## src/rtl/srpf_pkg.sv

```systemverilog
// Shared types, constants and arithmetic helpers of the shape record path flattener.
// Used by the channel interfaces and by every RTL module; depends on nothing.
package srpf_pkg;

  // Position word width inside the block (positions wrap at this width)
  localparam int COORD_BITS = 24;

  // Fixed field widths of the record and point channels
  localparam int FIELD_W = 24;
  localparam int STYLE_W = 8;
  localparam int CMD_W   = 2;
  localparam int KIND_W  = 2;

  // Curve flattening: subdivision depth, sub-pixel scale and rounding bias
  localparam int SUBDIV_DEPTH  = 3;
  localparam int NLEAF         = 1 << (SUBDIV_DEPTH - 1);
  localparam int SUBDIV_STAGES = 2 * SUBDIV_DEPTH;
  localparam int SCALE_SH      = 8;
  localparam int RND_BIAS      = 1 << (SCALE_SH - 1);
  localparam int SC_W          = COORD_BITS + SCALE_SH;

  // Result slots of one record, in emission order
  localparam int SLOT_RESTYLE = 0;
  localparam int SLOT_START   = 1;
  localparam int SLOT_LEAF0   = 2;
  localparam int SLOT_END     = SLOT_LEAF0 + NLEAF;
  localparam int NSLOT        = SLOT_END + 1;
  localparam int SLOT_W       = $clog2(NSLOT);
  localparam int LEAF_W       = $clog2(NLEAF);

  // Job queue between front and back
  localparam int QUEUE_DEPTH = 2;
  localparam int PTR_W       = (QUEUE_DEPTH > 1) ? $clog2(QUEUE_DEPTH) : 1;
  localparam int CNT_W       = $clog2(QUEUE_DEPTH + 1);

  typedef enum logic [CMD_W-1:0] {
    CMD_STYLE = 2'd0,
    CMD_LINE  = 2'd1,
    CMD_CURVE = 2'd2
  } cmd_e;

  typedef enum logic [KIND_W-1:0] {
    KIND_START   = 2'd0,
    KIND_NEXT    = 2'd1,
    KIND_RESTYLE = 2'd2
  } kind_e;

  typedef enum logic [1:0] {
    OP_NONE  = 2'd0,
    OP_LINE  = 2'd1,
    OP_CURVE = 2'd2
  } op_e;

  typedef logic signed [COORD_BITS-1:0] coord_t;
  typedef logic signed [FIELD_W-1:0]    field_t;
  typedef logic        [STYLE_W-1:0]    style_t;
  typedef logic signed [SC_W-1:0]       sc_t;

  typedef struct packed {
    coord_t x;
    coord_t y;
  } cpt_t;

  typedef struct packed {
    sc_t x;
    sc_t y;
  } spt_t;

  // One classified record: which results it owes and the points behind them
  typedef struct packed {
    logic   restyle;
    logic   start;
    op_e    op;
    cpt_t   rest_pt;
    cpt_t   start_pt;
    cpt_t   base_pt;
    cpt_t   ctl_pt;
    cpt_t   end_pt;
    style_t fill0;
    style_t fill1;
    style_t line;
  } job_t;

  typedef struct packed {
    kind_e  kind;
    field_t x;
    field_t y;
    style_t fill0;
    style_t fill1;
    style_t line;
    logic   last;
  } res_t;

  function automatic coord_t from_field(field_t v);
    return coord_t'(v);
  endfunction

  function automatic field_t to_field(coord_t v);
    return field_t'(unsigned'(v));
  endfunction

  function automatic spt_t scale_pt(cpt_t p);
    spt_t r;
    r.x = {p.x, {SCALE_SH{1'b0}}};
    r.y = {p.y, {SCALE_SH{1'b0}}};
    return r;
  endfunction

  // (a + b) / 2, truncated toward zero
  function automatic sc_t half_sum(sc_t a, sc_t b);
    logic signed [SC_W:0] s;
    s = {a[SC_W-1], a} + {b[SC_W-1], b};
    s = s + {{SC_W{1'b0}}, s[SC_W]};
    return s[SC_W:1];
  endfunction

  function automatic spt_t mid(spt_t a, spt_t b);
    spt_t r;
    r.x = half_sum(a.x, b.x);
    r.y = half_sum(a.y, b.y);
    return r;
  endfunction

  // Round a sub-pixel value to the nearest position, halves upwards, and wrap
  function automatic coord_t round_leaf(sc_t v);
    sc_t t;
    t = v + sc_t'(RND_BIAS);
    return t[SC_W-1:SCALE_SH];
  endfunction

endpackage

```

## src/rtl/srpf_fifo.sv

```systemverilog
// Short job queue between the front end and the back end.
// Depends on srpf_pkg for the job type and depth.
module srpf_fifo (
  input  logic            clk_i,
  input  logic            rst_ni,
  input  logic            push_i,
  input  srpf_pkg::job_t  data_i,
  input  logic            pop_i,
  output logic            full_o,
  output logic            valid_o,
  output srpf_pkg::job_t  data_o
);
  import srpf_pkg::*;

  job_t             mem_q [QUEUE_DEPTH];
  logic [PTR_W-1:0] wr_ptr_q, wr_ptr_d, rd_ptr_q, rd_ptr_d;
  logic [CNT_W-1:0] cnt_q, cnt_d;
  logic             do_pop;

  assign full_o  = (cnt_q == CNT_W'(QUEUE_DEPTH));
  assign valid_o = (cnt_q != '0);
  assign data_o  = mem_q[rd_ptr_q];
  assign do_pop  = pop_i && valid_o;

  always_comb begin
    wr_ptr_d = wr_ptr_q;
    rd_ptr_d = rd_ptr_q;
    cnt_d    = cnt_q;
    if (push_i) begin
      wr_ptr_d = (wr_ptr_q == PTR_W'(QUEUE_DEPTH - 1)) ? '0 : wr_ptr_q + 1'b1;
    end
    if (do_pop) begin
      rd_ptr_d = (rd_ptr_q == PTR_W'(QUEUE_DEPTH - 1)) ? '0 : rd_ptr_q + 1'b1;
    end
    if (push_i && !do_pop) begin
      cnt_d = cnt_q + 1'b1;
    end else if (do_pop && !push_i) begin
      cnt_d = cnt_q - 1'b1;
    end
  end

  always_ff @(posedge clk_i or negedge rst_ni) begin
    if (!rst_ni) begin
      wr_ptr_q <= '0;
      rd_ptr_q <= '0;
      cnt_q    <= '0;
    end else begin
      wr_ptr_q <= wr_ptr_d;
      rd_ptr_q <= rd_ptr_d;
      cnt_q    <= cnt_d;
    end
  end

  always_ff @(posedge clk_i) begin
    if (push_i) begin
      mem_q[wr_ptr_q] <= data_i;
    end
  end

  assert property (@(posedge clk_i) disable iff (!rst_ni)
    push_i |-> (!full_o || do_pop))
    else $error("job queue overrun");

endmodule

```

## config.mk

```make
export PLATFORM = sky130hd
export DESIGN_NAME = srpf_fifo
export DESIGN_NICKNAME = d
export VERILOG_FILES = /design/src/rtl/srpf_pkg.sv /design/src/rtl/srpf_fifo.sv
export SDC_FILE = /design/constraint.sdc
export NUM_CORES = 1
export LEC_CHECK = 0
export BUFFER_PORTS_ARGS = -buffer_cell sky130_fd_sc_hd__buf_2
export CORE_AREA = 2 2 213 215
export CTS_BUF_LIST = sky130_fd_sc_hd__clkbuf_4 sky130_fd_sc_hd__clkbuf_8
export DETAILED_ROUTE_END_ITERATION = 10
export DIE_AREA = 0 0 215 217
export PLACE_DENSITY = 0.71
export SYNTH_ARGS = -nofsm -noshare
export SYNTH_HDL_FRONTEND = slang
export SYNTH_SLANG_ARGS = --single-unit
```

## constraint.sdc

```tcl
create_clock -name clk_i -period 24.9 [get_ports clk_i]
set_input_delay 1.245 -clock clk_i [delete_from_list [all_inputs] [get_ports clk_i]]
set_output_delay 1.245 -clock clk_i [all_outputs]
set_load 0.02 [all_outputs]
```

### After elaboration in Yosys (flattened, before gate mapping)

Memories as Yosys holds them, arrays and structs flattened.
Cells that the tools add are included.

| operators by class | value |
|---|---|
| add/subtract/negate cells | 4 |
| equality and inequality tests | 1 |
| mux-type cells | 6 |
| reductions and logical operators | 7 |

Operators by type and width:

| cell | count |
|---|---|
| $mux W1 | 4 |
| $mux W2 | 2 |
| $reduce_bool A2 Y1 | 2 |
| $logic_and A1 B1 Y1 | 3 |
| $add A1 B1 Y1 const B | 2 |
| $add A2 B1 Y2 const B | 1 |
| $eq A2 B2 Y1 const B | 1 |
| $logic_not A1 Y1 | 2 |
| $sub A2 B1 Y2 const B | 1 |

| storage, ports and cells | value |
|---|---|
| register bits after elaboration | 4 |
| memory bits (writable) | 536 |
| input bits | 272 |
| output and inout bits | 270 |
| logic and storage cells | 22 |
| memories kept | 1 |

Memory list:

| memory | depth | width | read ports | clocked after Yosys merged registers in | write ports | line | text |
|---|---|---|---|---|---|---|---|
| mem_q | 2 | 268 | 1 | 0 | 1 | srpf_fifo.sv:15 | `job_t mem_q [QUEUE_DEPTH];` |

### Longest topological paths before layout

Gate-level depths: netlist (run 1).

| depth | value |
|---|---|
| depth in word-level cells | 5 |
| gate-level depth with buffers | 6 |

### Worst setup path after synthesis (run 1)

OpenSTA, ideal clock, no wires.

| timing | value |
|---|---|
| kind | in2reg |
| from | in push_i |
| to | mem mem_q[0][0] in the netlist's numbering, enable pin |
| library setup time | 0.934 ns |
| data arrival time | 12.773 ns |
| required time | 23.966 ns |
| path slack | 11.193 ns |
| stages | 1 |
| path through | nor2b_1 |

| between the ends | value |
|---|---|
| cells in the longest elaborated chain, start to end | 2 |

RTL lines:

| element | line | text |
|---|---|---|
| start, declared | srpf_fifo.sv:6 | `input logic push_i,` |
| $mux W1 | srpf_fifo.sv:55 | `if (push_i) begin` |
| $mux W1 (not written as such) | srpf_fifo.sv:56 | `mem_q[wr_ptr_q] <= data_i;` |
| end, declared | srpf_fifo.sv:15 |  |

Every way passes these cells.

==> summary.txt, run 1 <==
STA
  • Finish-stage setup viols: 0
  • Hold WS: 0.419 ns
  • Max frequency: 191 MHz
  • Clock Skew: 0.0113 ns
  • Max Transition Viols Final: 0
  • Crit share post-route: about a fifth
  • Slew margin rel.: 29.8%
  • Hold Fails Final Rpt: 0
  • Worst slew pin tran: approximately 1.1 ns
  • Final min period: ~5.2 ns
  • TNS Setup: 0 ns
  • RSZ-0062 raised after global routing: false

Synth
  • Post-synthesis mux area share: 18.5%
  • #FFs+latches synth: 540
  • Syn Inst Count: 850
  • Most frequent cell after synthesis: edfxtp_1
  • Yosys top cell by area: edfxtp_1
  • Post-Synth Simple-Gate Area: 0.160%
  • Synth async-reset ratio: 0.741%
  • Cell variety after synth: 14
  • Leading post-synthesis cells by cell area: edfxtp_1 79%, mux2_4 15%, mux2_2 3.8%
  • Post-Synth XOR/XNOR Area: 0.215%
  • Adder-Cell Fraction of Synth Area: 0.0615%
  • Largest family of logic cells by synthesized area: multiplexers
  • Syn Nets: 1123
  • EDFF count, synth: 536
  • Main flop type after synthesis: edfxtp_1
  • Post-synth top cells: 536 x edfxtp_1, 200 x mux2_4, 68 x mux2_2
  • Post-Syn Area: roughly 20000 sq um
  • Post-synthesis compound-gate area fraction: 0%
  • Syn_area_per_cell: 24.0 sq um
  • Sequential share of the synthesized area: 79.5%
  • Yosys top cell area share: 79.1%
  • Syn. warnings: 0

GRT
  • First-pass GRT wire length: 62800 um
  • All-layer global routing usage: between 10% and 20%
  • Largest net degree at the start of global routing: 79
  • Initial antenna violation count: 17
  • Overflow after GRT: 0
  • Vias in the first global route: 10900

Floorplanning
  • Die height: 217 um
  • Site Rows: 78
  • Initial Util: 45.5%
  • Core area: 44700 sq um
  • Die Footprint: 46700 sq um
  • IO Count: about 540
  • Die X: 215 um

Final layout
  • Share of layout cells above drive strength 1: ~63%
  • Area grow syn2layout: 23.9%
  • Post-route insts no fill: approximately 2100
  • Design area: 25200 sq um
  • Fin nets: 1733

CTS
  • CTS tree: done
  • CTS Buf Count: 86
  • Postcts setup bufs: 0
  • Clock root buffer: clkbuf_8
  • Sink Count: 540
  • CTS max path bufs: 3
  • H-tree lvl count: 3
  • CTS clock-pin slew for the worst setup and hold paths: 0.06 ns
  • Post_cts resized: 0
  • Skew-Pair Late Insertion Delay: approximately 0.64 ns
  • Post-CTS Hold Buffers: 0

Power
  • Peak VDD IR: approximately 110 uV
  • Pwr/cell area: around 120 nW/um^2
  • Static Leak: roughly 10 nW
  • Total power: about 0.003 W

Route
  • Drt drc: 0
  • Vias: 10200
  • Routed Antenna Nets: 0
  • Vias/cell: 4.81
  • Wire per inst: 20.4 um
  • Routed WL: roughly 43000 um
  • Iter 0 DRT Violations: 619
  • Total iterations of the first detailed-routing run: 4

Setup path
  • WP buf/inv: 3
  • Critical path fanouts, max: between 50 and 60
  • CP max stage delay: 0.93 ns
  • Slowest-stage cell, CP: dfrtp_4
  • Cell Chain, Critical Path: buf_4 > buf_4 > mux2_4 > buf_2
  • Startpoint class of the critical path: register
  • CP dominant cell by count: buf_4
  • Reg2Reg Depth: 4
  • Crit Path Class: reg2out
  • Worst Setup End Kind: output port
  • Worst path required time: 23.65 ns
  • Number of cells on the critical path: 4
  • Top Family by Delay on Critical Path: buffers and inverters
  • Crit path DAT: ~4 ns
  • R2r setup slk: 21.48 ns

Placement
  • Detailed placement HPWL: 29600 um
  • I/O Buffers: 541
  • Cells after DPL: 1972
  • Area after DPL: roughly 24000 sq um
  • Gp weighted congestion: 0.819

Status
  • Outcome: complete, no violations

Hold path
  • Hold WC Path Type: in2async

Flow run
  • # Max-Cap Violations: 0
layout make-up:
| class | count | area (sq um) |
|---|---|---|
| Fill cell | 3477 | 19500 |
| Multi-Input combinational cell | 280 | 3870 |
| Clock inverter | 22 | 128 |
| Antenna cell | 7 | 17.5 |
| Timing Repair Buffer | 552 | 2790 |
| Clock buffer | 121 | 1470 |
| Tap cell | 600 | 751 |
| Sequential cell | 540 | 16200 |
through the flow:
stage                     worst slack (ns)  util [%]
final                                19.67      56.4
after floorplan                      11.19         -
after global routing                 19.45      56.4
after CTS                            19.56      56.4
after detailed placement             20.29      52.8
after global placement               20.31      52.8
per-layer routing:
| metal | GRT usage (%) | vias up | share of wire, % |
|---|---|---|---|
| met4 | 8.60 | 20 | 2.8 |
| met2 | 29.8 | 437 | 49 |
| met3 | 7.97 | 90 | 9.9 |
| met1 | 20.1 | 5010 | 38 |
| li1 | - | 4641 | - |
| met5 | 0 | - | 0.32 |
power by group:
group          internal (W)  switching, W
logic              0.000439      0.000596
clock network      0.000385      0.000320
registers           0.00121     0.0000580
total               0.00203      0.000974
placed cells by master (no fill, tap or decap):
master / n
and2_4: 1
buf_2: 541
buf_4: 11
bufinv_16: 1
clkbuf_4: 32
clkbuf_8: 89
clkinv_1: 14
clkinv_2: 3
clkinvlp_4: 4
dfrtp_1: 3
dfrtp_4: 1
diode_2: 7
edfxtp_1: 536
ha_1: 1
mux2_2: 68
mux2_4: 200
nand2_1: 1
nor2_1: 1
nor2b_1: 1
nor2b_4: 1
or2_2: 1
xnor2_1: 2
xor2_1: 3
worst register-to-register path, stage by stage (launching register included):
cell and delay, ns:
dfrtp_1 0.44, nor2b_4 0.12, buf_4 0.73, buf_4 0.75, buf_4 0.95
registers in the layout, summed over array words and instances, names as in the netlist:
signal,flops
rd_ptr_q,1
cnt_q,2
wr_ptr_q,1
mem_q,536
path summary, 6_finish.rpt:
check                                      from                       to
hold / removal                           rst_ni     rd_ptr_q$_DFFE_PN0P_
max in group asynchronous                rst_ni     rd_ptr_q$_DFFE_PN0P_
setup / recovery           rd_ptr_q$_DFFE_PN0P_              data_o[186]
hold reg to reg            cnt_q[1]$_DFFE_PN0P_     cnt_q[1]$_DFFE_PN0P_
setup reg to reg           wr_ptr_q$_DFFE_PN0P_  mem_q[0][176]$_DFFE_PP_
min in group clk_i         cnt_q[1]$_DFFE_PN0P_     cnt_q[1]$_DFFE_PN0P_
cells by family after synthesis:
| group | after synthesis |
|---|---|
| flip-flops | 540 |
| multiplexers | 268 |
| buffers and inverters | 30 |
| AND/OR/NAND/NOR | 6 |
| XOR/XNOR | 5 |
| adder cells (fa/ha/maj) | 1 |
Note: power is estimated with default switching activity, not from simulation.
==> run 2, diff against run 1 <==
--- a/config.mk
+++ b/config.mk
@@ -6,11 +6,11 @@
 export NUM_CORES = 1
 export LEC_CHECK = 0
 export BUFFER_PORTS_ARGS = -buffer_cell sky130_fd_sc_hd__buf_2
-export CORE_AREA = 2 2 213 215
+export CORE_AREA = 2 2 209 211
 export CTS_BUF_LIST = sky130_fd_sc_hd__clkbuf_4 sky130_fd_sc_hd__clkbuf_8
 export DETAILED_ROUTE_END_ITERATION = 10
-export DIE_AREA = 0 0 215 217
-export PLACE_DENSITY = 0.71
+export DIE_AREA = 0 0 211 213
+export PLACE_DENSITY = 0.73
 export SYNTH_ARGS = -nofsm -noshare
 export SYNTH_HDL_FRONTEND = slang
 export SYNTH_SLANG_ARGS = --single-unit
==> constraint.sdc (replaced) <==
create_clock -name clk_i -period 5.47 [get_ports clk_i]
set_input_delay 0.2735 -clock clk_i [delete_from_list [all_inputs] [get_ports clk_i]]
set_output_delay 0.2735 -clock clk_i [all_outputs]
set_load 0.02 [all_outputs]
==> run 2 against run 1 <==
Largest cell class unchanged. Highest routed layer unchanged. Count of clock-buffer cells in the layout shrank 9. Sequential share of layout area decreased by 6.5 points. Critical path depth down 1. Sequential power grew to 4.6 times the previous value. Global-route usage rose by 2.9 points. Register-to-register slack lost 18 ns. First-iteration DRC count increased by 13%. Total power rose to 4.7 times the previous value. Setup slack worse by 17 ns. Combinational power rose to 4.8 times the previous value.
==> summary.txt, run 2 (synthesized netlist as in run 1, its figures left out) <==
Status
  • Outcome: complete, no violations (unchanged)

STA
  • Setup ws final: 2.28 ns (was 19.67 ns)
  • Final min period: roughly 3.2 ns
  • Max Transition Viols Final: 0 (unchanged)
  • Hold Fails Final Rpt: 0 (unchanged)
  • Max frequency: 314 MHz
  • RSZ-0062 raised after global routing: false (unchanged)
  • TNS Setup: 0 ns (unchanged)
  • Finish-stage setup viols: 0 (unchanged)
  • Worst slew pin tran: 0.984 ns (was 1.05 ns)
  • Slew margin rel.: 34.4% (was 29.8%)
  • Crit share post-route: 58.2%
  • Clock Skew: 0.0181 ns (was 0.0113 ns)

CTS
  • Postcts setup bufs: 0 (unchanged)
  • Clock root buffer: clkbuf_8 (unchanged)
  • H-tree lvl count: 3 (unchanged)
  • Skew-Pair Late Insertion Delay: 0.62 ns (was 0.64 ns)
  • CTS tree: done (unchanged)
  • Sink Count: 540 (unchanged)
  • CTS clock-pin slew for the worst setup and hold paths: 0.07 ns (was 0.06 ns)
  • CTS max path bufs: 3 (unchanged)
  • CTS Buf Count: 87 (was 86)

Power
  • Peak VDD IR: 518 uV (was 108 uV)
  • Total power: 0.0142 W (was 0.00301 W)
  • Static Leak: 11.2 nW (was 10.0 nW)
  • Pwr/cell area: 505 nW/um^2 (was 119 nW/um^2)

Final layout
  • Max reg flops: 536 (unchanged)
  • Biggest regs: mem_q (536), cnt_q (2) (unchanged)
  • Fin nets: 2002 (was 1733)
  • Commonest non-fill, non-tap cell in the layout: buf_2 (unchanged)
  • Area grow syn2layout: 37.8% (was 23.9%)
  • Area taken by multi-input logic gates: 3870 sq um (unchanged)
  • Most frequent cells in the layout: 541 x buf_2, 536 x edfxtp_1, 272 x dlygate4sd3_1, 200 x mux2_4, 89 x clkbuf_8 (was 541 x buf_2, 536 x edfxtp_1, 200 x mux2_4, 89 x clkbuf_8, 68 x mux2_2)
  • Most flops, register: mem_q (unchanged)
  • Filler cells: 2718 (was 3477)
  • Sequential cell area: 16200 sq um (unchanged)
  • Design area: 28000 sq um (was 25200 sq um)
  • Share of layout cells above drive strength 1: 53.1% (was 62.9%)

Route
  • Vias/cell: 4.90 (was 4.81)
  • Iter 0 DRT Violations: 697 (was 619)
  • Wire per inst: 20.8 um (was 20.4 um)
  • Vias: 11500 (was 10200)
  • Routed Antenna Nets: 0 (unchanged)
  • Drt drc: 0 (unchanged)
  • Total iterations of the first detailed-routing run: 5 (was 4)
  • Routed WL: 48900 um (was 43400 um)

Setup path
  • Worst path required time: 5.20 ns (was 23.65 ns)
  • Crit Path Class: reg2out (unchanged)
  • Startpoint class of the critical path: register (unchanged)
  • CP startpoint: rd_ptr_q$_DFFE_PN0P_ (unchanged)
  • Crit path DAT: 2.91 ns (was 3.99 ns)
  • Critical path fanouts, max: 83 (was 56)
  • Reg2Reg Launch Point: wr_ptr_q$_DFFE_PN0P_ (unchanged)
  • Worst Setup End Kind: output port (unchanged)

Floorplanning
  • Die Footprint: 44900 sq um (was 46700 sq um)
  • IO Count: 542 (unchanged)
  • Initial Util: 47.7% (was 45.5%)
  • Die height: 213 um (was 217 um)
  • Die X: 211 um (was 215 um)
  • Core area: 42700 sq um (was 44700 sq um)
  • Site Rows: 76 (was 78)

Hold path
  • Hold WC Path Type: in2reg (was in2async)
  • HP Start: data_i[247]

GRT
  • Initial antenna violation count: 7 (was 17)
  • Overflow after GRT: 0 (unchanged)
  • All-layer global routing usage: 21.0% (was 18.0%)
  • Vias in the first global route: 12500 (was 10900)
  • Largest net degree at the start of global routing: 152 (was 79)
  • First-pass GRT wire length: 70600 um (was 62800 um)

Placement
  • Area after DPL: 23600 sq um (about the same)
  • Gp weighted congestion: 0.766 (was 0.819)
  • I/O Buffers: 541 (unchanged)
  • Detailed placement HPWL: 29000 um (was 29600 um)
  • Setup WS pre-CTS: 2.93 ns (was 20.29 ns)

Flow run
  • # Max-Cap Violations: 0 (unchanged)
run 2: cell types whose count changed in the layout (fill, tap and decap cells not counted):
cell	before	now
dlygate4sd3_1	0	272
buf_12	0	7
clkinv_4	0	1
buf_4	11	0
bufinv_16	1	4
clkbuf_4	32	23
clkinv_2	3	13
clkinv_1	14	22
clkinvlp_4	4	5
run 2: area by class of cell:
| class | instances | share of cell area (%) |
|---|---|---|
| clock inverter | 45 | 1.12 |
| multi-input combinational | 280 | 13.8 |
| tap | 546 | 2.44 |
| antenna | 7 | 0.0624 |
| clock buffer | 112 | 4.98 |
| timing repair buffer | 820 | 19.9 |
| sequential | 540 | 57.8 |
run 2: per-stage QoR:
step,hold slack [ns],util [%],std cells
2_1_floorplan,-0.0221,-,850
3_3_place_gp,0.0830,55.3,1914
3_5_place_dp,0.0850,55.3,1914
4_1_cts,0.296,65.7,2343
5_1_grt,0.320,65.7,2348
6_report,0.371,65.7,2350
run 2: path summary, 6_finish.rpt:
kind	cells past startpoint	endpoint	slack, ns
max in group asynchronous	3	rd_ptr_q$_DFFE_PN0P_	4.74
worst max register to register	2	mem_q[1][175]$_DFFE_PP_	3.66
worst min register to register	1	cnt_q[1]$_DFFE_PN0P_	0.53
worst min-delay path	2	mem_q[0][247]$_DFFE_PP_	0.37
worst max-delay path	3	data_o[172]	2.28
min in group asynchronous	3	cnt_q[0]$_DFFE_PN0P_	0.55
run 2: repair_timing:
item	in CTS	in global routing
resized for setup	0	0
hold buffers	272	0
endpoints found under the setup margin	0	0
hold endpoints to repair	542	0
run 2: worst max-delay path, stage by stage (launching register included):
cell and delay, ns:
dfrtp_4 0.99, buf_12 0.47, mux2_4 0.36, buf_2 0.16
run 2: report_power, final:
part	switching [W]	internal [W]	total [W]
Clock	0.00156	0.00186	0.00343
Combinational	0.00278	0.00215	0.00493
Sequential	0.000304	0.00550	0.00581
Total	0.00464	0.00952	0.0142
run 2: metal layers:
| metal | routed length (um) | track usage (%) |
|---|---|---|
| met3 | 4550 | 7.00 |
| met4 | 1520 | 9.35 |
| met2 | 25100 | 36.8 |
| met5 | 13 | 0 |
| met1 | 17700 | 23.2 |
==> run 3, diff against run 2 <==
--- a/config.mk
+++ b/config.mk
@@ -5,12 +5,13 @@
 export SDC_FILE = /design/constraint.sdc
 export NUM_CORES = 1
 export LEC_CHECK = 0
+export ABC_AREA = 1
 export BUFFER_PORTS_ARGS = -buffer_cell sky130_fd_sc_hd__buf_2
-export CORE_AREA = 2 2 209 211
+export CORE_AREA = 2 2 211 213
 export CTS_BUF_LIST = sky130_fd_sc_hd__clkbuf_4 sky130_fd_sc_hd__clkbuf_8
 export DETAILED_ROUTE_END_ITERATION = 10
-export DIE_AREA = 0 0 211 213
-export PLACE_DENSITY = 0.73
+export DIE_AREA = 0 0 213 215
+export PLACE_DENSITY = 0.74
 export SYNTH_ARGS = -nofsm -noshare
 export SYNTH_HDL_FRONTEND = slang
 export SYNTH_SLANG_ARGS = --single-unit
==> constraint.sdc (replaced) <==
create_clock -name clk_i -period 2.6 [get_ports clk_i]
set_input_delay 0.13 -clock clk_i [delete_from_list [all_inputs] [get_ports clk_i]]
set_output_delay 0.13 -clock clk_i [all_outputs]
set_load 0.02 [all_outputs]
==> run 3 against run 2 <==
Sequential cell count is the same. Clock power grew 110%. Sequential share of layout area grew 1.1 points. Combinational power grew 120%. Final area shrank 1.9%. Utilization shrank 2.6 points. Largest power group unchanged. Wire length grew 9.9%. Highest routed layer unchanged.
==> summary.txt, run 3 <==
Synth
  • Sequential share of the synthesized area: 81.8% (was 79.5%)
  • Yosys top cell area share: 81.3% (was 79.1%)
  • Syn Inst Count: 1427 (was 850)
  • Post-synth top cells: 813 x nand2_1, 536 x edfxtp_1, 30 x buf_2 (was 536 x edfxtp_1, 200 x mux2_4, 68 x mux2_2)
  • Main flop type after synthesis: edfxtp_1 (unchanged)
  • Syn Nets: 1700 (was 1123)
  • Most frequent cell after synthesis: nand2_1 (was edfxtp_1)
  • Syn_area_per_cell: 13.9 sq um (was 24.0 sq um)
  • #FFs+latches synth: 540 (unchanged)
  • Yosys top cell by area: edfxtp_1 (unchanged)
  • Syn. warnings: 0 (unchanged)
  • EDFF count, synth: 536 (unchanged)
  • Post-Syn Area: 19800 sq um (was 20400 sq um)
  • Leading post-synthesis cells by cell area: edfxtp_1 81%, nand2_1 15%, buf_6 1.4% (was edfxtp_1 79%, mux2_4 15%, mux2_2 3.8%)
  • Synth async-reset ratio: 0.741% (unchanged)
  • Cell variety after synth: 14 (unchanged)

STA
  • Clock Skew: 0.0354 ns (was 0.0181 ns)
  • Finish-stage setup viols: 0 (unchanged)
  • RSZ-0062 raised after global routing: false (unchanged)
  • Max frequency: 412 MHz
  • Final min period: 2.43 ns
  • Hold WS: 0.211 ns (was 0.371 ns)
  • Crit share post-route: 93.3%
  • Worst slew pin tran: 0.609 ns (was 0.984 ns)
  • Max Transition Viols Final: 0 (unchanged)
  • Slew margin rel.: 59.4% (was 34.4%)
  • Hold Fails Final Rpt: 0 (unchanged)

Setup path
  • CP startpoint: rd_ptr_q$_DFFE_PN0P_ (unchanged)
  • Startpoint class of the critical path: register (unchanged)
  • Crit path DAT: 2.30 ns (was 2.91 ns)
  • Critical path fanouts, max: 79 (was 83)
  • Reg2Reg Launch Point: wr_ptr_q$_DFFE_PN0P_ (unchanged)
  • Worst path required time: 2.47 ns (was 5.20 ns)
  • Worst Setup End Kind: output port (unchanged)
  • R2r setup slk: 0.99 ns (was 3.66 ns)
  • Reg2Reg Depth: 2 (unchanged)
  • R2r endpoint: mem_q[0][187]$_DFFE_PP_ (was mem_q[1][175]$_DFFE_PP_)
  • Crit Path Class: reg2out (unchanged)
  • Crit path to: data_o[161] (was data_o[172])

Placement
  • Detailed placement HPWL: 29600 um (was 29000 um)
  • Gp weighted congestion: 0.864 (was 0.766)
  • Area after DPL: 23000 sq um (was 23600 sq um)
  • Cells after DPL: 2514 (was 1914)
  • I/O Buffers: 541 (unchanged)

Route
  • Vias: 14400 (was 11500)
  • Drt drc: 0 (unchanged)
  • Vias/cell: 4.88 (was 4.90)
  • Routed Antenna Nets: 0 (unchanged)
  • Wire per inst: 18.2 um (was 20.8 um)
  • Total iterations of the first detailed-routing run: 5 (unchanged)
  • Iter 0 DRT Violations: 1150 (was 697)
  • Routed WL: 53800 um (was 48900 um)

CTS
  • CTS tree: done (unchanged)
  • Postcts setup bufs: 0 (unchanged)
  • Clock root buffer: clkbuf_8 (unchanged)
  • Skew-Pair Late Insertion Delay: 0.65 ns (was 0.62 ns)
  • H-tree lvl count: 3 (unchanged)
  • Sink Count: 540 (unchanged)
  • CTS clock-pin slew for the worst setup and hold paths: 0.07 ns (about the same)
  • CTS Buf Count: 86 (was 87)
  • CTS max path bufs: 3 (unchanged)

Hold path
  • WHS Path Cells: 2 (unchanged)
  • Hold WC Path Type: in2reg (unchanged)

Flow run
  • # Max-Cap Violations: 0 (unchanged)

Floorplanning
  • IO Count: 542 (unchanged)
  • Initial Util: 45.3% (was 47.7%)
  • Die X: 213 um (was 211 um)
  • Site Rows: 77 (was 76)
  • Core area: 43600 sq um (was 42700 sq um)
  • Die Footprint: 45800 sq um (was 44900 sq um)
  • Die height: 215 um (was 213 um)

GRT
  • Initial antenna violation count: 5 (was 7)
  • Overflow after GRT: 0 (unchanged)
  • Largest net degree at the start of global routing: 215 (was 152)
  • All-layer global routing usage: 22.8% (was 21.0%)
  • First-pass GRT wire length: 79400 um (was 70600 um)
  • Vias in the first global route: 15000 (was 12500)

Final layout
  • Layout Utilization: 63.1% (was 65.7%)
  • Area grow syn2layout: 39.0% (was 37.8%)
  • Max reg flops: 536 (unchanged)
  • Biggest regs: mem_q (536), cnt_q (2) (unchanged)
  • Most flops, register: mem_q (unchanged)
  • Filler cells: 3004 (was 2718)
  • Share of layout cells above drive strength 1: 29.7% (was 53.1%)
  • Fin nets: 2556 (was 2002)
  • Design area: 27500 sq um (was 28000 sq um)
  • Commonest non-fill, non-tap cell in the layout: nand2_1 (was buf_2)
  • Most frequent cells in the layout: 812 x nand2_1, 541 x buf_2, 536 x edfxtp_1, 272 x dlygate4sd3_1, 92 x clkbuf_8 (was 541 x buf_2, 536 x edfxtp_1, 272 x dlygate4sd3_1, 200 x mux2_4, 89 x clkbuf_8)
  • Post-route insts no fill: 2948 (was 2350)

Status
  • Outcome: complete, no violations (unchanged)

Power
  • Static Leak: 11.9 nW (was 11.2 nW)
  • Total power: 0.0301 W (was 0.0142 W)
  • Peak VDD IR: 792 uV (was 518 uV)
  • Pwr/cell area: 1100 nW/um^2 (was 505 nW/um^2)
-- run 3: routing by layer --
metal / global-route usage [%] / vias to the layer above / share of wire (%)
li1: - / 6576 / -
met1: 24.3 / 6831 / 35
met2: 39.7 / 778 / 51
met3: 5.86 / 207 / 7.8
met4: 15.1 / 2 / 5.8
met5: 0 / - / 0.024
-- run 3: worst max-delay path: stages, from the launching register on --
cell and delay (ns):
dfrtp_4 0.58, inv_16 0.27, buf_12 0.30, nand2_1 0.08, nand2_1 0.12, buf_2 0.19
-- run 3: area by class of cell --
cell class / count / area [sq um] / share of cell area [%]
repair buffers: 827 / 5690 / 20.7
clock buffers: 127 / 1530 / 5.56
diodes: 5 / 12.5 / 0.0455
inverters: 7 / 46.3 / 0.168
multi-input cells: 821 / 3120 / 11.3
clock inverters: 29 / 190 / 0.691
flip-flops and latches: 540 / 16200 / 58.9
well taps: 592 / 741 / 2.69
-- run 3: repair_timing --
| action | CTS | global route |
|---|---|---|
| endpoints found under the hold margin | 544 | 0 |
| resized for setup | 0 | 3 |
| hold buffers | 272 | 0 |
| cloned | 0 | 1 |
| pin swaps | 0 | 0 |
| endpoints found under the setup margin | 10 | 167 |
-- run 3: worst min path at each step --
stage                      from                 endpoint  slack (ns)
CTS                   data_i[6]    mem_q[0][6]$_DFFE_PP_        0.11
finish               data_i[97]   mem_q[1][97]$_DFFE_PP_        0.21
global placement         rst_ni     cnt_q[1]$_DFFE_PN0P_       -0.05
global route        data_i[256]  mem_q[1][256]$_DFFE_PP_        0.17
detailed placement       rst_ni     cnt_q[0]$_DFFE_PN0P_       -0.05
floorplan                rst_ni     cnt_q[0]$_DFFE_PN0P_       -0.17
-- run 3: cells by family (layout without fill, tap and decap cells) --
| family | count (synthesis) | in the layout | synth area share [%] |
|---|---|---|---|
| XOR/XNOR | 2 | 2 | 0.0885 |
| adder cells (fa/ha/maj) | 1 | 1 | 0.0632 |
| buffers and inverters | 66 | 990 | 2.48 |
| flip-flops | 540 | 540 | 81.8 |
| other | 0 | 5 | 0 |
| AND/OR/NAND/NOR | 818 | 818 | 15.5 |
-- run 3: stage by stage --
step | worst slack (ns) | setup TNS [ns]
after floorplan | -2.30 | -1211.68
after global placement | 0.742 | 0
after detailed placement | 0.755 | 0
after CTS | -0.0257 | -0.0769
after global routing | 0.0249 | 0
final | 0.173 | 0
-- run 3: report_power, final --
group / switching [W] / internal (W)
Sequential: 0.000468 / 0.0116
Combinational: 0.00784 / 0.00304
Clock: 0.00328 / 0.00396
Total: 0.0116 / 0.0186
